File: config.mk
export PLATFORM = sky130hd
export DESIGN_NAME = lexical_token_classifier
export DESIGN_NICKNAME = d
export VERILOG_FILES = /design/src/rtl/core/ltc_pkg.sv /design/src/rtl/core/ltc_front.sv /design/src/rtl/core/ltc_queue.sv /design/src/rtl/core/ltc_back.sv /design/src/rtl/core/lexical_token_classifier.sv
export SDC_FILE = /design/constraint.sdc
export NUM_CORES = 1
export LEC_CHECK = 0
export BUFFER_PORTS_ARGS = -buffer_cell sky130_fd_sc_hd__buf_2
export CAP_MARGIN = 20
export CELL_PAD_IN_SITES_DETAIL_PLACEMENT = 1
export CELL_PAD_IN_SITES_GLOBAL_PLACEMENT = 1
export CORE_MARGIN = 3
export CORE_UTILIZATION = 48
export DETAILED_ROUTE_END_ITERATION = 8
export MAX_ROUTING_LAYER = met4
export PLACE_DENSITY_LB_ADDON = 0.25
export SYNTH_ARGS = -nofsm -noshare
export SYNTH_HDL_FRONTEND = slang
export SYNTH_SLANG_ARGS = --single-unit
File: constraint.sdc
create_clock -name aclk -period 5.4 [get_ports aclk]
set_clock_uncertainty 0.15 [all_clocks]
set_input_delay 1.35 -clock aclk [delete_from_list [all_inputs] [get_ports aclk]]
set_output_delay 1.35 -clock aclk [all_outputs]
set_load 0.03 [all_outputs]
File: src/rtl/core/ltc_pkg.sv
// Shared types, constants and keyword table for the lexical token classifier.
// Used by ltc_front, ltc_queue, ltc_back and lexical_token_classifier.
package ltc_pkg;

    localparam int KEYWORD_COUNT = 8;
    localparam int KEYWORD_CHARS = 6;
    localparam int LENGTH_MAX    = 255;

    localparam int LEN_W         = $clog2(LENGTH_MAX + 1);
    localparam int TOKEN_LEN_MAX = 255;
    localparam int KW_IDX_W      = 3;
    localparam int KW_TABLE_SIZE = 8;
    localparam int KW_TEXT_CHARS = 8;

    localparam int QUEUE_DEPTH   = 4;
    localparam int QPTR_W        = $clog2(QUEUE_DEPTH);
    localparam int QCNT_W        = $clog2(QUEUE_DEPTH + 1);

    localparam logic [KW_TEXT_CHARS*8-1:0] KW_TEXT [KW_TABLE_SIZE] = '{
        "main", "if", "else", "for", "while", "int", "void", "printf"
    };
    localparam int KW_LEN [KW_TABLE_SIZE] = '{4, 2, 4, 3, 5, 3, 4, 6};

    localparam logic [7:0] CH_EQUAL = 8'h3D;

    typedef enum logic [1:0] {
        KIND_NONE,
        KIND_INT,
        KIND_WORD,
        KIND_OP
    } kind_t;

    typedef enum logic [2:0] {
        CLS_BOUNDARY,
        CLS_INTEGER,
        CLS_KEYWORD,
        CLS_IDENT,
        CLS_OPERATOR,
        CLS_UNKNOWN
    } tok_class_t;

    typedef logic [LEN_W-1:0] len_t;
    typedef logic [KEYWORD_CHARS-1:0][7:0] text_buf_t;

    typedef struct packed {
        tok_class_t          cls;
        logic [7:0]          length;
        logic [KW_IDX_W-1:0] kidx;
        logic [7:0]          c1;
        logic [7:0]          c2;
    } tok_t;

    typedef struct packed {
        logic two;
        tok_t t0;
        tok_t t1;
    } qent_t;

endpackage

File: src/rtl/core/ltc_front.sv
// Front end: accepts characters, tracks the pending token and classifies finished tokens.
// Depends on ltc_pkg; pushes one or two tokens per transaction into ltc_queue.
module ltc_front
    import ltc_pkg::*;
(
    input  logic       aclk,
    input  logic       aresetn,
    input  logic       s_valid,
    output logic       s_ready,
    input  logic [7:0] s_char_in,
    input  logic       s_word_end,
    input  logic       q_ready,
    output logic       push_valid,
    output qent_t      push_entry
);

    kind_t     kind_reg, kind_next;
    len_t      len_reg, len_next;
    text_buf_t text_reg, text_next;

    kind_t     kind_a, kind_b;
    len_t      len_a, len_b;
    text_buf_t text_b;
    logic      taken;
    logic      emit_a, emit_b, emit_c;
    tok_t      tok_a, tok_b, tok_c;
    logic      accept;

    function automatic logic is_digit(logic [7:0] c);
        return c inside {["0":"9"]};
    endfunction

    function automatic logic is_alpha(logic [7:0] c);
        return c inside {["a":"z"], ["A":"Z"], "_"};
    endfunction

    function automatic logic is_boundary(logic [7:0] c);
        return c inside {"(", ")", "{", "}", ",", ";"};
    endfunction

    function automatic logic is_operator(logic [7:0] c);
        return c inside {"+", "-", "*", "/", "=", "!", "<", ">"};
    endfunction

    function automatic logic [7:0] kw_byte(int i, int j);
        logic [7:0] b;
        b = 8'h00;
        if (j < KW_LEN[i]) begin
            b = KW_TEXT[i][(KW_LEN[i]-1-j)*8 +: 8];
        end
        return b;
    endfunction

    function automatic tok_t make_tok(tok_class_t cls, len_t len, logic [KW_IDX_W-1:0] kidx,
                                      logic [7:0] c1, logic [7:0] c2);
        tok_t t;
        t.cls    = cls;
        t.length = (int'(len) > TOKEN_LEN_MAX) ? 8'(TOKEN_LEN_MAX) : 8'(len);
        t.kidx   = kidx;
        t.c1     = c1;
        t.c2     = c2;
        return t;
    endfunction

    function automatic tok_t flush_tok(kind_t kind, len_t len, text_buf_t txt);
        tok_t                t;
        logic                hit;
        logic                same;
        logic [KW_IDX_W-1:0] idx;
        hit = 1'b0;
        idx = '0;
        for (int i = KW_TABLE_SIZE - 1; i >= 0; i--) begin
            if (i < KEYWORD_COUNT && KW_LEN[i] <= KEYWORD_CHARS && int'(len) == KW_LEN[i]) begin
                same = 1'b1;
                for (int j = 0; j < KEYWORD_CHARS; j++) begin
                    if (j < KW_LEN[i] && txt[j] != kw_byte(i, j)) begin
                        same = 1'b0;
                    end
                end
                if (same) begin
                    hit = 1'b1;
                    idx = KW_IDX_W'(i);
                end
            end
        end
        case (kind)
            KIND_INT:  t = make_tok(CLS_INTEGER, len, '0, txt[0], 8'h00);
            KIND_WORD: t = hit ? make_tok(CLS_KEYWORD, len, idx, txt[0], 8'h00)
                               : make_tok(CLS_IDENT, len, '0, txt[0], 8'h00);
            KIND_OP:   t = make_tok(CLS_OPERATOR, len_t'(1), '0, txt[0], 8'h00);
            default:   t = '0;
        endcase
        return t;
    endfunction

    function automatic text_buf_t write_text(text_buf_t txt, len_t len, logic [7:0] c);
        text_buf_t r;
        r = txt;
        for (int k = 0; k < KEYWORD_CHARS; k++) begin
            if (int'(len) == k) begin
                r[k] = c;
            end
        end
        return r;
    endfunction

    function automatic len_t bump_len(len_t len);
        return (int'(len) < LENGTH_MAX) ? len + len_t'(1) : len;
    endfunction

    always_comb begin
        kind_a = kind_reg;
        len_a  = len_reg;
        text_b = text_reg;
        taken  = 1'b0;
        emit_a = 1'b0;
        tok_a  = '0;
        case (kind_reg)
            KIND_OP: begin
                emit_a = 1'b1;
                kind_a = KIND_NONE;
                len_a  = '0;
                if (s_char_in == CH_EQUAL) begin
                    tok_a = make_tok(CLS_OPERATOR, len_t'(2), '0, text_reg[0], s_char_in);
                    taken = 1'b1;
                end else begin
                    tok_a = flush_tok(kind_reg, len_reg, text_reg);
                end
            end
            KIND_INT, KIND_WORD: begin
                if (is_digit(s_char_in) || (kind_reg == KIND_WORD && is_alpha(s_char_in))) begin
                    text_b = write_text(text_reg, len_reg, s_char_in);
                    len_a  = bump_len(len_reg);
                    taken  = 1'b1;
                end else begin
                    tok_a  = flush_tok(kind_reg, len_reg, text_reg);
                    emit_a = 1'b1;
                    kind_a = KIND_NONE;
                    len_a  = '0;
                end
            end
            default: ;
        endcase

        kind_b = kind_a;
        len_b  = len_a;
        emit_b = 1'b0;
        tok_b  = '0;
        if (!taken) begin
            if (is_boundary(s_char_in)) begin
                emit_b = 1'b1;
                tok_b  = make_tok(CLS_BOUNDARY, len_t'(1), '0, s_char_in, 8'h00);
            end else if (is_digit(s_char_in) || is_alpha(s_char_in) ||
                         is_operator(s_char_in)) begin
                kind_b = is_digit(s_char_in) ? KIND_INT :
                         is_alpha(s_char_in) ? KIND_WORD : KIND_OP;
                text_b = write_text(text_reg, '0, s_char_in);
                len_b  = bump_len('0);
            end else begin
                emit_b = 1'b1;
                tok_b  = make_tok(CLS_UNKNOWN, len_t'(1), '0, s_char_in, 8'h00);
            end
        end

        emit_c    = s_word_end && (kind_b != KIND_NONE);
        tok_c     = flush_tok(kind_b, len_b, text_b);
        kind_next = emit_c ? KIND_NONE : kind_b;
        len_next  = emit_c ? '0 : len_b;
        text_next = text_b;
    end

    assign s_ready         = q_ready;
    assign accept          = s_valid && s_ready;
    assign push_valid      = accept && (emit_a || emit_b || emit_c);
    assign push_entry.two  = (emit_a && emit_b) || ((emit_a || emit_b) && emit_c);
    assign push_entry.t0   = emit_a ? tok_a : (emit_b ? tok_b : tok_c);
    assign push_entry.t1   = (emit_a && emit_b) ? tok_b : tok_c;

    always_ff @(posedge aclk) begin
        if (!aresetn) begin
            kind_reg <= KIND_NONE;
            len_reg  <= '0;
        end else if (accept) begin
            kind_reg <= kind_next;
            len_reg  <= len_next;
        end
    end

    always_ff @(posedge aclk) begin
        if (accept) begin
            text_reg <= text_next;
        end
    end

endmodule

File: src/rtl/core/ltc_queue.sv
// Short queue of token entries between the front and back ends.
// Depends on ltc_pkg for the entry type and depth.
module ltc_queue
    import ltc_pkg::*;
(
    input  logic  aclk,
    input  logic  aresetn,
    input  logic  push_valid,
    input  qent_t push_entry,
    output logic  q_ready,
    output logic  q_valid,
    output qent_t q_entry,
    input  logic  pop
);

    qent_t              mem [QUEUE_DEPTH];
    logic [QPTR_W-1:0]  wr_ptr_reg, wr_ptr_next;
    logic [QPTR_W-1:0]  rd_ptr_reg, rd_ptr_next;
    logic [QCNT_W-1:0]  count_reg, count_next;
    logic               do_push, do_pop;

    function automatic logic [QPTR_W-1:0] ptr_inc(logic [QPTR_W-1:0] p);
        return (int'(p) == QUEUE_DEPTH - 1) ? '0 : p + QPTR_W'(1);
    endfunction

    assign q_ready = (int'(count_reg) < QUEUE_DEPTH);
    assign q_valid = (count_reg != '0);
    assign q_entry = mem[rd_ptr_reg];
    assign do_push = push_valid && q_ready;
    assign do_pop  = pop && q_valid;

    always_comb begin
        wr_ptr_next = do_push ? ptr_inc(wr_ptr_reg) : wr_ptr_reg;
        rd_ptr_next = do_pop ? ptr_inc(rd_ptr_reg) : rd_ptr_reg;
        count_next  = count_reg;
        if (do_push && !do_pop) begin
            count_next = count_reg + QCNT_W'(1);
        end else if (do_pop && !do_push) begin
            count_next = count_reg - QCNT_W'(1);
        end
    end

    always_ff @(posedge aclk) begin
        if (!aresetn) begin
            wr_ptr_reg <= '0;
            rd_ptr_reg <= '0;
            count_reg  <= '0;
        end else begin
            wr_ptr_reg <= wr_ptr_next;
            rd_ptr_reg <= rd_ptr_next;
            count_reg  <= count_next;
        end
    end

    always_ff @(posedge aclk) begin
        if (do_push) begin
            mem[wr_ptr_reg] <= push_entry;
        end
    end

endmodule

File: src/rtl/core/ltc_back.sv
// Back end: takes queue entries and issues their tokens one per result transaction.
// Depends on ltc_pkg; holds the output register and the second token of a pair.
module ltc_back
    import ltc_pkg::*;
(
    input  logic  aclk,
    input  logic  aresetn,
    input  logic  q_valid,
    input  qent_t q_entry,
    output logic  pop,
    output logic  m_valid,
    input  logic  m_ready,
    output tok_t  m_tok,
    output logic  m_last
);

    logic out_valid_reg, out_valid_next;
    logic hold_valid_reg, hold_valid_next;
    tok_t out_tok_reg, out_tok_next;
    tok_t hold_tok_reg, hold_tok_next;
    logic out_last_reg, out_last_next;
    logic load;

    assign load = !out_valid_reg || m_ready;
    assign pop  = load && !hold_valid_reg && q_valid;

    always_comb begin
        out_valid_next  = out_valid_reg;
        hold_valid_next = hold_valid_reg;
        out_tok_next    = out_tok_reg;
        out_last_next   = out_last_reg;
        hold_tok_next   = hold_tok_reg;
        if (load) begin
            if (hold_valid_reg) begin
                out_valid_next  = 1'b1;
                out_tok_next    = hold_tok_reg;
                out_last_next   = 1'b1;
                hold_valid_next = 1'b0;
            end else if (q_valid) begin
                out_valid_next  = 1'b1;
                out_tok_next    = q_entry.t0;
                out_last_next   = !q_entry.two;
                hold_valid_next = q_entry.two;
                hold_tok_next   = q_entry.t1;
            end else begin
                out_valid_next  = 1'b0;
            end
        end
    end

    always_ff @(posedge aclk) begin
        if (!aresetn) begin
            out_valid_reg  <= 1'b0;
            hold_valid_reg <= 1'b0;
        end else begin
            out_valid_reg  <= out_valid_next;
            hold_valid_reg <= hold_valid_next;
        end
    end

    always_ff @(posedge aclk) begin
        out_tok_reg  <= out_tok_next;
        out_last_reg <= out_last_next;
        hold_tok_reg <= hold_tok_next;
    end

    assign m_valid = out_valid_reg;
    assign m_tok   = out_tok_reg;
    assign m_last  = out_last_reg;

endmodule

File: src/rtl/core/lexical_token_classifier.sv
// Lexical token classifier: one character per cycle in while s_ready is high, classified tokens out.
// Path: the front end writes a token into the queue when the character ending it is accepted;
// the back end then loads it into its output register on m_. Throughput: one character per cycle while the
// queue has room; an item ending two tokens yields two results, which the four-entry queue absorbs.
// Reset: synchronous, active low; clears the pending token, the queue and the output
// valid. The token text buffer is not reset.
module lexical_token_classifier
    import ltc_pkg::*;
(
    input  logic       aclk,
    input  logic       aresetn,
    input  logic       s_valid,
    output logic       s_ready,
    input  logic [7:0] s_char_in,
    input  logic       s_word_end,
    output logic       m_valid,
    input  logic       m_ready,
    output logic [2:0] m_token_class,
    output logic [7:0] m_token_length,
    output logic [2:0] m_keyword_index,
    output logic [7:0] m_first_char,
    output logic [7:0] m_second_char,
    output logic       m_last_result
);

    logic  q_ready, q_valid, push_valid, pop;
    qent_t push_entry, q_entry;
    tok_t  m_tok;

    ltc_front u_front (
        .aclk       (aclk),
        .aresetn    (aresetn),
        .s_valid    (s_valid),
        .s_ready    (s_ready),
        .s_char_in  (s_char_in),
        .s_word_end (s_word_end),
        .q_ready    (q_ready),
        .push_valid (push_valid),
        .push_entry (push_entry)
    );

    ltc_queue u_queue (
        .aclk       (aclk),
        .aresetn    (aresetn),
        .push_valid (push_valid),
        .push_entry (push_entry),
        .q_ready    (q_ready),
        .q_valid    (q_valid),
        .q_entry    (q_entry),
        .pop        (pop)
    );

    ltc_back u_back (
        .aclk    (aclk),
        .aresetn (aresetn),
        .q_valid (q_valid),
        .q_entry (q_entry),
        .pop     (pop),
        .m_valid (m_valid),
        .m_ready (m_ready),
        .m_tok   (m_tok),
        .m_last  (m_last_result)
    );

    assign m_token_class   = m_tok.cls;
    assign m_token_length  = m_tok.length;
    assign m_keyword_index = m_tok.kidx;
    assign m_first_char    = m_tok.c1;
    assign m_second_char   = m_tok.c2;

`ifndef SYNTHESIS
    a_pair_follows: assert property (@(posedge aclk) disable iff (!aresetn)
        (m_valid && m_ready && !m_last_result) |=> m_valid)
        else $error("second token of a pair not issued");

    a_kw_index: assert property (@(posedge aclk) disable iff (!aresetn)
        (m_valid && m_token_class != CLS_KEYWORD) |-> (m_keyword_index == '0))
        else $error("keyword index on non-keyword token");

    a_second_char: assert property (@(posedge aclk) disable iff (!aresetn)
        (m_valid && m_second_char != 8'h00) |->
        (m_token_class == CLS_OPERATOR && m_token_length == 8'd2))
        else $error("second character outside two-character operator");
`endif

endmodule

# After elaboration in Yosys (flattened, before gate mapping)
# Memories as Yosys holds them, arrays and structs flattened. A register that Yosys moved wholly into a read port is not among the register bits.
# Index checks and enable logic that the tools add are counted.
# word_totals
regBits,128
latch_bits,0
ram_bits,244
mem_bits_ro,0
inputBits,13
output_inout_bits,33
elab_cells,513
n_memories,1
# memory_table
name,depth,word_bits,rd,rd_clocked_by_memory_dff,wr,line_no,rtl
u_queue.mem,4,61,1,1,1,ltc_queue.sv:16,qent_t mem [QUEUE_DEPTH];
# op_classes
addsub,5
n_mul,0
div,0
n_lt_le_gt_ge,8
eq_ne,94
n_shift,0
mux,342
bitwise_logic,1
reduce_logical,38
# op_table
cell,n
8-bit two-way mux,128
8-bit inequality test,60
30-bit two-way mux,9
48-bit two-way mux,5
1-bit two-way mux,144
30-bit case mux with 2 select lines,2
3-bit two-way mux,36
"8-bit by 6-bit == test with 1-bit output, second input constant",12
30-bit case mux with 3 select lines,1
28-bit two-way mux,2
"8-bit by 4-bit == test with 1-bit output, second input constant",6
"8-bit by 3-bit == test with 1-bit output, second input constant",4
"8-bit by 7-bit == test with 1-bit output, second input constant",3
21-bit two-way mux,1
2-bit two-way mux,10
"8-bit by 7-bit greater-or-equal comparator with 1-bit output, second input constant",2
"8-bit by 7-bit <= comparator with 1-bit output, second input constant",2
8-bit case mux with 2 select lines,1
1-bit logical AND,15
"8-bit by 1-bit adder with 8-bit output, second input constant",1
"2-bit by 1-bit == test with 1-bit output, second input constant",4
"2-bit == test, second input constant",4
"8-bit by 2-bit == test with 1-bit output, second input constant",1
"8-bit by 6-bit greater-or-equal comparator with 1-bit output, second input constant",1
19 further kinds,34

# Longest topological paths before layout
# Gate-level depths: netlist (run 1).
# logic_depth
word_depth,42
ltp_mapped,20

# By module
# Synthesis (run 1) repeated with hierarchy kept, for this count alone.
# hier_totals
hier_cells,1128
area_unflattened_um2,17011.3
# by_module_without_submodules
module,instances,cells_per_inst,area_per_inst_um2
ltc_queue,1,367,9336.5
ltc_front,1,654,5267.6
ltc_back,1,107,2407.3

# Worst setup path before layout (run 1)
# No wires, ideal clock.
# synth_timing
path_kind,input to register
start,input s_char_in[7]
end,"memory u_queue.mem[1][10] (netlist bit), enable pin"
setup_ps,416
t_arrival_ps,5141
required_ps,4834
slack_ps,-307
stages,11
n_path_buf,2
path_cell_list,buf_2 nor4bb_1 o211ai_2 o21ai_1 clkbuf_1 nor3_1 a32o_1 nand2_1 nand2_1 a21oi_1 and2_1
# synth_between
elab_chain_cells,17
elab_cells_between_ends,54
cone_classes,order compare (6); eq/ne (15); mux (17); reduce/logical (16)
# synth_lines
item,line_no,rtl
"start, declared",lexical_token_classifier.sv:14,"input logic [7:0] s_char_in,"
8-bit by 7-bit greater-or-equal comparator with 1-bit output or 8-bit by 7-bit <= comparator with 1-bit output (tied branches),ltc_front.sv:34,"return c inside {[""a"":""z""], [""A"":""Z""], ""_""};"
1-bit logical AND,ltc_front.sv:34,
3-bit nonzero test,ltc_front.sv:34,
1-bit logical AND,ltc_front.sv:131,if (is_digit(s_char_in) || (kind_reg == KIND_WORD && is_alpha(s_char_in))) begin
1-bit logical OR,ltc_front.sv:131,
2-bit two-way mux,ltc_front.sv:131,
2-bit case mux with 2 select lines,ltc_front.sv:118,case (kind_reg)
2-bit two-way mux,ltc_front.sv:153,end else if (is_digit(s_char_in) || is_alpha(s_char_in) ||
[2 not listed],-,
2-bit nonzero test,ltc_front.sv:165,emit_c = s_word_end && (kind_b != KIND_NONE);
1-bit logical AND,ltc_front.sv:165,
1-bit logical OR (*),ltc_front.sv:174,assign push_valid = accept && (emit_a || emit_b || emit_c);
1-bit logical AND (*),ltc_front.sv:174,
1-bit logical AND (*),ltc_queue.sv:29,assign do_push = push_valid && q_ready;
via u_queue.do_push,ltc_queue.sv:20,"logic do_push, do_pop;"
1-bit two-way mux (*),ltc_queue.sv:56,if (do_push) begin
1-bit two-way mux (implied by the code) (*),ltc_queue.sv:57,mem[wr_ptr_reg] <= push_entry;
"end, declared",ltc_queue.sv:16,
# Mark *: on every way through the listed nets, which the timed path passes. The rest lies on a longest branch.

==> results_tabular.tex, run 1 <==
\begin{tabular}{lr}
\hline
Metric & Value \\
\hline
\multicolumn{2}{l}{\textbf{Drt}} \\
\quad Post-detailed-route count of antenna-violating nets & 0 \\
\quad Total iterations of the first detailed-routing run & 5 \\
\quad WL/cell & between 20 and 30 microns \\
\quad DRC violation total after the first TritonRoute iteration & about 850 \\
\quad Post-route DRC violation count & 0 \\
\quad Via density per instance & about 6.1 \\
\quad Overall routed net length & 43,800 microns \\
\quad Vias post-DR & $\sim$10,000 \\
\multicolumn{2}{l}{\textbf{Yosys}} \\
\quad Top flip-flop cell by instance count after synthesis & edfxtp\_1 \\
\quad Leading cell types by count after synthesis & 313 x edfxtp\_1, 59 x nand2\_1, 54 x mux2\_2 \\
\quad Flip-flop and latch count after synthesis & $\sim$330 \\
\quad Library cell with the largest summed area after synthesis & edfxtp\_1 \\
\quad Part of the Yosys area used for sequential elements & 0.640 \\
\quad Top-area cell type share of the netlist area & 0.612 \\
\quad Post-synth EDFFs & 313 \\
\quad Most numerous cell in the Yosys netlist & edfxtp\_1 \\
\quad Netlist Area Pre-Place & between 15,000 and 20,000 sq um \\
\quad FFs w/ async S/R, synth & 0 \\
\quad Warnings from Yosys & 0 \\
\quad Synth top area cells & edfxtp\_1 61\%, mux4\_2 7.8\%, mux2\_2 4.0\%, dfxtp\_1 2.7\%, nor2b\_1 1.8\% \\
\quad Average cell area after synthesis & $\sim$15 sq um \\
\quad Synth cell types & 85 \\
\quad Number of standard cells after synthesis & about 1,000 \\
\multicolumn{2}{l}{\textbf{Floorplanning}} \\
\quad Die Span X & around 180 microns \\
\quad Total die area & 34,200 sq um \\
\quad I/O Pins & 46 \\
\quad Initial core utilization & 0.494 \\
\quad Die height & 185 microns \\
\quad Core region area & between 30,000 and 40,000 sq um \\
\quad Standard-cell row count & 64 \\
\multicolumn{2}{l}{\textbf{Critical path}} \\
\quad Worst setup path class & input port to flip-flop \\
\quad Reg2Reg Launch Point & u\_front.kind\_reg[0] \\
\quad Length in cells of the worst reg-to-reg path & 15 \\
\quad Worst Path Required & $\sim$5600 ps \\
\quad Worst path cell trace & buf\_2 > nor4bb\_1 > o211ai\_2 > o21a\_1 > buf\_12 > or4\_1 > a211oi\_1 > or3b\_2 > or4\_1 > and3\_1 > and2\_4 > buf\_4 > o31ai\_1 > buf\_4 \\
\quad Type of element launching the critical path & input port \\
\quad Library cell contributing the largest single delay on the critical path & or4\_1 \\
\quad Critical Path Sink Type & flip-flop \\
\quad RR Endpoint & u\_queue.mem[3][46] \\
\quad Crit-path max FO & 8 \\
\quad Stage delay of the slowest cell on the critical path & about 500 ps \\
\quad Signal arrival time at the worst endpoint & around 5300 ps \\
\quad Worst setup slack for register-to-register paths & approximately 340 ps \\
\multicolumn{2}{l}{\textbf{Global route}} \\
\quad Number of global-route vias before repair & 10,470 \\
\quad Pin count of the biggest net entering global routing & 54 \\
\quad Total grt overflow & 0 \\
\quad Global-route wire length before repair & around 67,000 microns \\
\quad Antenna violations before repair & 0 \\
\quad Overall track demand over capacity in global routing & 0.268 \\
\multicolumn{2}{l}{\textbf{Finish}} \\
\quad Max reg flops & between 200 and 250 \\
\quad Count of fill cells added during filler insertion & just under 3,000 \\
\quad Antenna cells & 0 \\
\quad Layout overhead on the synthesized area & 17.5\% \\
\quad Fraction of final layout cells with drive strength greater than 1 & 0.282 \\
\quad Storage cell area & 9820 sq um \\
\quad Area occupied by multi-input gates & about 5300 sq um \\
\quad Number of nets in the final layout & between 1,000 and 1,500 \\
\quad Core utilization of the finished layout & 0.580 \\
\multicolumn{2}{l}{\textbf{Worst hold path}} \\
\quad Launch point of the worst hold path & u\_queue.rd\_ptr\_reg[0] \\
\quad Min-Delay Path Depth & 2 \\
\quad Path class of the lowest-slack min-delay path & flip-flop to flip-flop \\
\multicolumn{2}{l}{\textbf{STA}} \\
\quad Final hold violation count & 0 \\
\quad WHS & 401 ps \\
\quad Shortest period the worst path allows & approximately 5100 ps \\
\quad Slew Limit Headroom & 0.377 \\
\quad Count of final setup violators & 0 \\
\quad Final period utilization & 0.939 \\
\quad RSZ-0062 raised after global routing & false \\
\quad Worst Max-Slew Pin Slew & 935 ps \\
\quad Achievable Freq & $\sim$200 MHz \\
\quad Max Transition Viols Final & 0 \\
\multicolumn{2}{l}{\textbf{Pwr}} \\
\quad Static leakage & around 6.0 nW \\
\quad Power share of the clock group & 0.321 \\
\quad Proportion of total power due to net switching & 0.294 \\
\quad Internal Pwr Total & about 0.0057 W \\
\quad Relative contribution of sequential cells to total power & 0.446 \\
\quad Power density normalized to cell area & 452 nW/um\^{}2 \\
\quad Maximum resistive drop on vdd & 0.321 mV \\
\quad Part of the total power dissipated in combinational logic & 0.233 \\
\quad Net switching power & around 0.0024 W \\
\multicolumn{2}{l}{\textbf{CTS}} \\
\quad Worst skew pair latency & around 530 ps \\
\quad Maximum buffer depth of the clock tree & 3 \\
\quad Total CTS buffers & 36 \\
\quad H-tree depth & 2 \\
\quad Number of gates resized after CTS & 0 \\
\quad CTS root buffer & clkbuf\_16 \\
\quad CTS clk-pin slew, worst paths & roughly 50 ps \\
\quad Setup repair bufs after CTS & 0 \\
\quad Cts hold-fix bufs & 0 \\
\quad TritonCTS clock tree & done \\
\quad TritonCTS sink count & around 330 \\
\multicolumn{2}{l}{\textbf{Placement}} \\
\quad Final HPWL from detailed placement & between 20,000 and 30,000 microns \\
\quad Count of buffers inserted at the top-level ports & 45 \\
\quad Placer's final routability congestion estimate & between 0.9 and 1 \\
\multicolumn{2}{l}{\textbf{Outcome}} \\
\quad Result of the run & completed \\
\multicolumn{2}{l}{\textbf{Flow run}} \\
\quad Number of max-cap violations & 0 \\
\hline
\end{tabular}
layout make-up:
cell class | count | share of cell area
clock buffer | 39 | 0.0506
inverter | 27 | 0.00562
timing repair buffer | 150 | 0.0604
clock inverter | 27 | 0.0190
sequential | 334 | 0.545
multi-input combinational | 637 | 0.292
tap | 396 | 0.0275
layer usage:
metal / part of all wire / GRT usage
met1: 0.44 / 0.361
met2: 0.50 / 0.442
met3: 0.041 / 0.0334
met4: 0.023 / 0.0654
met5: 0 / -
worst max-delay path, delay by kind of cell:
family          cells  cell delay (ps)
compound gates      4             1130
buf+inv             4              650
simple gates        6             2170
cell families after synthesis:
family / Yosys count / synth area share
muxes: 131 / 0.134
other: 1 / 0.000244
AOI/OAI and AO/OA: 160 / 0.0715
buffers and inverters: 82 / 0.0211
and+or+nand+nor: 314 / 0.118
adders and majority gates: 16 / 0.0135
xor gates and xnor gates: 4 / 0.00228
DFF: 334 / 0.640
power by group through the flow:
| stage | logic [W] | registers (W) | clock network, W |
|---|---|---|---|
| final | 0.00189 | 0.00364 | 0.00261 |
| after global routing | 0.00203 | 0.00369 | 0.00277 |
| after CTS | 0.00189 | 0.00365 | 0.00266 |
| after detailed placement | 0.00186 | 0.00368 | 0 |
| after global placement | 0.00181 | 0.00365 | 0 |
| after floorplan | 0.00109 | 0.00381 | 0 |
metrics by stage:
stage / cells / area, sq um / power, W / setup TNS [ps] / setup WS (ps)
global placement: 1543 / 16800 / 0.00546 / -145 / -28.0
CTS: 1609 / 18000 / 0.00820 / 0 / 351
floorplan: 1053 / 15400 / 0.00490 / 0 / 55.1
detailed placement: 1543 / 16800 / 0.00555 / -1320 / -102
finish: 1610 / 18000 / 0.00814 / 0 / 329
global route: 1610 / 18000 / 0.00849 / 0 / 43.4
worst max-delay path by stage:
stage / startpoint / end / slack, ps / cells past startpoint
floorplan: s_char_in[7] / u_queue.count_reg[2] / 60 / 16
global placement: s_char_in[0] / u_queue.count_reg[2] / -30 / 17
detailed placement: s_char_in[7] / u_queue.mem[3][46] / -100 / 14
CTS: u_front.kind_reg[0] / u_queue.mem[3][46] / 350 / 15
global route: u_front.kind_reg[0] / u_queue.mem[3][46] / 40 / 16
finish: s_char_in[7] / u_queue.mem[3][46] / 330 / 14
layout by cell type (no fill, tap or decap), drive strengths merged, types with 12 or more instances in the layout:
cell type	netlist	final
a21oi	27	27
a22oi	14	14
and2	24	24
buf	13	150
clkbuf	42	39
clkinv	0	17
conb	1	12
dfxtp	21	21
edfxtp	313	313
ha	15	15
inv	27	29
mux2	55	55
mux2i	23	23
mux4	53	53
nand2	59	59
nand3	19	19
nand4	12	12
nor2	38	38
nor2b	44	44
nor3	31	31
nor3b	13	13
nor4	13	13
o21ai	41	41
(Power assumes the default switching activity.)
==> inputs of run 2 (changes only) <==
--- a/config.mk
+++ b/config.mk
@@ -9,7 +9,6 @@
 export CAP_MARGIN = 20
 export CELL_PAD_IN_SITES_DETAIL_PLACEMENT = 1
 export CELL_PAD_IN_SITES_GLOBAL_PLACEMENT = 1
-export CORE_MARGIN = 3
 export CORE_UTILIZATION = 48
 export DETAILED_ROUTE_END_ITERATION = 8
 export MAX_ROUTING_LAYER = met4
==> run 2 against run 1 <==
  * Register-to-register slack about the same
  * Largest power group unchanged
  * Highest routed layer unchanged
  * Setup slack worse by 35 ps
  * Final area down 0.45%
  * Sequential cell count is the same
  * Critical path type unchanged
==> results_tabular.tex, run 2 (same netlist as run 1, synthesis figures left out) <==
\begin{tabular}{lr}
\hline
Metric & Value \\
\hline
\multicolumn{2}{l}{\textbf{Outcome}} \\
\quad Result of the run & completed \\
\multicolumn{2}{l}{\textbf{CTS}} \\
\quad Number of gates resized after CTS & 0 (unchanged) \\
\quad TritonCTS clock tree & done \\
\quad TritonCTS sink count & 334 (unchanged) \\
\quad CTS clk-pin slew, worst paths & 60 ps (about the same) \\
\quad CTS root buffer & clkbuf\_16 \\
\quad Cts hold-fix bufs & 0 (unchanged) \\
\quad H-tree depth & 2 (unchanged) \\
\quad Setup repair bufs after CTS & 0 (unchanged) \\
\quad Total CTS buffers & 36 (unchanged) \\
\quad Worst skew pair latency & 520 ps (about the same) \\
\quad Maximum buffer depth of the clock tree & 3 (unchanged) \\
\multicolumn{2}{l}{\textbf{Critical path}} \\
\quad Type of element launching the critical path & input port \\
\quad Stage delay of the slowest cell on the critical path & 510 ps (about the same) \\
\quad Worst setup path class & input port to flip-flop \\
\quad Worst setup slack for register-to-register paths & 330 ps (about the same) \\
\quad Signal arrival time at the worst endpoint & 5340 ps (+40 ps) \\
\quad Worst path cell trace & buf\_2 > nor4bb\_1 > o211ai\_2 > o21a\_1 > buf\_4 > buf\_4 > or4\_1 > a211oi\_1 > buf\_4 > or3b\_2 > or4\_1 > and3\_1 > and2\_4 > buf\_4 > o31ai\_1 > buf\_4 \\
\quad Count of buffer and inverter cells on the critical path & 6 (+2) \\
\quad Crit-path max FO & 6 (-2) \\
\quad Length in cells of the worst reg-to-reg path & 17 (+2) \\
\quad Crit path max-delay family & simple AND/OR/NAND/NOR gates \\
\quad Reg2Reg Launch Point & u\_front.kind\_reg[0] \\
\quad RR Endpoint & u\_queue.mem[0][46] \\
\quad Worst Path Required & 5630 ps (about the same) \\
\quad Library cell appearing most often on the critical path & buf\_4 \\
\quad Library cell contributing the largest single delay on the critical path & or4\_1 \\
\quad Critical Path Sink Type & flip-flop \\
\multicolumn{2}{l}{\textbf{Finish}} \\
\quad Number of nets in the final layout & 1,227 (+0.99\%) \\
\quad Layout overhead on the synthesized area & 16.9\% \\
\quad Fraction of final layout cells with drive strength greater than 1 & 0.285 (+0.00283) \\
\quad Most used cells in the layout excluding fill and tap cells & 313 x edfxtp\_1, 111 x buf\_4, 59 x nand2\_1, 54 x mux2\_2, 53 x mux4\_2 \\
\quad Max reg flops & 212 (unchanged) \\
\quad Count of non-filler cells in the finished layout & 1,625 (+0.93\%) \\
\quad Core utilization of the finished layout & 0.570 (-0.0100) \\
\quad Antenna cells & 0 (unchanged) \\
\quad Most frequent standard cell in the layout excluding fill and tap cells & edfxtp\_1 \\
\multicolumn{2}{l}{\textbf{Flow run}} \\
\quad Number of max-cap violations & 0 (unchanged) \\
\multicolumn{2}{l}{\textbf{Worst hold path}} \\
\quad Path class of the lowest-slack min-delay path & flip-flop to flip-flop \\
\quad Launch point of the worst hold path & u\_back.hold\_tok\_reg[21] \\
\quad Hold Path End & u\_back.m\_tok[21] \\
\quad Min-Delay Path Depth & 1 (-1) \\
\multicolumn{2}{l}{\textbf{Drt}} \\
\quad DRC violation total after the first TritonRoute iteration & 808 (-5.1\%) \\
\quad Post-detailed-route count of antenna-violating nets & 0 (unchanged) \\
\quad Post-route DRC violation count & 0 (unchanged) \\
\quad Vias post-DR & 9,844 (-0.020\%) \\
\quad Via density per instance & 6.06 (-0.94\%) \\
\quad Total iterations of the first detailed-routing run & 5 (unchanged) \\
\quad WL/cell & 25.9 microns (-4.9\%) \\
\quad Overall routed net length & 42,100 microns (-4.0\%) \\
\multicolumn{2}{l}{\textbf{STA}} \\
\quad Worst Max-Slew Pin Slew & 1010 ps (+71.8 ps) \\
\quad WHS & 400 ps (-0.681 ps) \\
\quad Final hold violation count & 0 (unchanged) \\
\quad Final total negative setup slack & 0 ps (unchanged) \\
\quad Final period utilization & 0.946 (+0.00643) \\
\quad Shortest period the worst path allows & 5110 ps (+34.7 ps) \\
\quad Max Transition Viols Final & 0 (unchanged) \\
\quad RSZ-0062 raised after global routing & false \\
\quad Achievable Freq & 196 MHz (-0.68\%) \\
\quad Slew Limit Headroom & 0.329 (-0.0478) \\
\quad Count of final setup violators & 0 (unchanged) \\
\multicolumn{2}{l}{\textbf{Floorplanning}} \\
\quad Initial core utilization & 0.488 (-0.00634) \\
\quad I/O Pins & 46 (unchanged) \\
\quad Die height & 181 microns (-2.2\%) \\
\quad Total die area & 32,700 sq um (-4.3\%) \\
\quad Core region area & 31,500 sq um (+1.3\%) \\
\quad Die Span X & 181 microns (-2.2\%) \\
\quad Standard-cell row count & 65 (+1.6\%) \\
\multicolumn{2}{l}{\textbf{Placement}} \\
\quad Cell total after placement & 1,562 (+1.2\%) \\
\quad Placer's final routability congestion estimate & 0.893 (-6.3\%) \\
\quad Final HPWL from detailed placement & 29,800 microns (+0.25\%) \\
\quad Count of buffers inserted at the top-level ports & 45 (unchanged) \\
\multicolumn{2}{l}{\textbf{Global route}} \\
\quad Number of global-route vias before repair & 10,410 (-0.57\%) \\
\quad Overall track demand over capacity in global routing & 0.273 (+0.00427) \\
\quad Pin count of the biggest net entering global routing & 54 (unchanged) \\
\quad Global-route wire length before repair & 64,700 microns (-3.1\%) \\
\quad Total grt overflow & 0 (unchanged) \\
\quad Antenna violations before repair & 0 (unchanged) \\
\multicolumn{2}{l}{\textbf{Pwr}} \\
\quad Power density normalized to cell area & 431 nW/um\^{}2 (-4.5\%) \\
\quad Internal Pwr Total & 0.00544 W (-5.4\%) \\
\quad Part of the total power dissipated in combinational logic & 0.235 (+0.002) \\
\quad Proportion of total power due to net switching & 0.297 (+0.00306) \\
\quad Maximum resistive drop on vdd & 0.266 mV (-17\%) \\
\quad Static leakage & 5.95 nW (-0.59\%) \\
\quad Power share of the clock group & 0.293 (-0.028) \\
\quad Net switching power & 0.00230 W (-4.0\%) \\
\quad Relative contribution of sequential cells to total power & 0.472 (+0.026) \\
\hline
\end{tabular}
==> run 2: cell types whose count changed in the layout (fill, tap and decap cells not counted) <==
cell | before | now
bufinv_16 | 7 | 1
inv_4 | 0 | 1
clkinv_8 | 0 | 1
clkbuf_1 | 3 | 4
buf_4 | 99 | 111
clkinv_2 | 10 | 8
clkinvlp_4 | 1 | 2
clkinv_16 | 1 | 0
clkinv_1 | 5 | 7
==> run 2: per-stage QoR <==
step | power (W) | cell area [sq um] | worst slack (ps)
6_report | 0.00774 | 17900 | 294
5_1_grt | 0.00804 | 17900 | 65.3
3_5_place_dp | 0.00554 | 16900 | -162
3_3_place_gp | 0.00546 | 16800 | -48.9
2_1_floorplan | 0.00490 | 15400 | 55.1
4_1_cts | 0.00783 | 17900 | 325
==> run 2: cell type report <==
cell class	count	area [sq um]
multi-input cells	637	5260
inverters	27	101
fillers	3033	13500
clock inverters	23	160
repair buffers	162	1180
clock buffers	40	916
flip-flops and latches	334	9820
well taps	402	503
==> run 2: power groups by stage <==
| stage | Sequential, W | Clock [W] | Combinational [W] |
|---|---|---|---|
| after floorplan | 0.00381 | 0 | 0.00109 |
| after global placement | 0.00367 | 0 | 0.00178 |
| after detailed placement | 0.00370 | 0 | 0.00183 |
| after CTS | 0.00366 | 0.00232 | 0.00185 |
| after global routing | 0.00370 | 0.00240 | 0.00195 |
| final | 0.00365 | 0.00226 | 0.00182 |
==> run 2: worst max-delay path by stage <==
stage                              from              endpoint  slack [ps]  cells past startpoint
floorplan                  s_char_in[7]  u_queue.count_reg[2]          60                     16
global placement           s_char_in[7]    u_queue.mem[0][46]         -50                     16
detailed placement         s_char_in[7]    u_queue.mem[2][46]        -160                     16
CTS                        s_char_in[7]    u_queue.mem[0][46]         330                     16
global route        u_front.kind_reg[0]    u_queue.mem[2][46]          70                     17
finish                     s_char_in[7]    u_queue.mem[0][46]         290                     16
==> run 2: routing by layer <==
layer	wire length [microns]	vias to the layer above	track usage
met5	0	-	-
met3	1750	73	0.0302
met4	1440	0	0.0920
met1	18400	5081	0.363
li1	-	4416	-
met2	20500	274	0.438
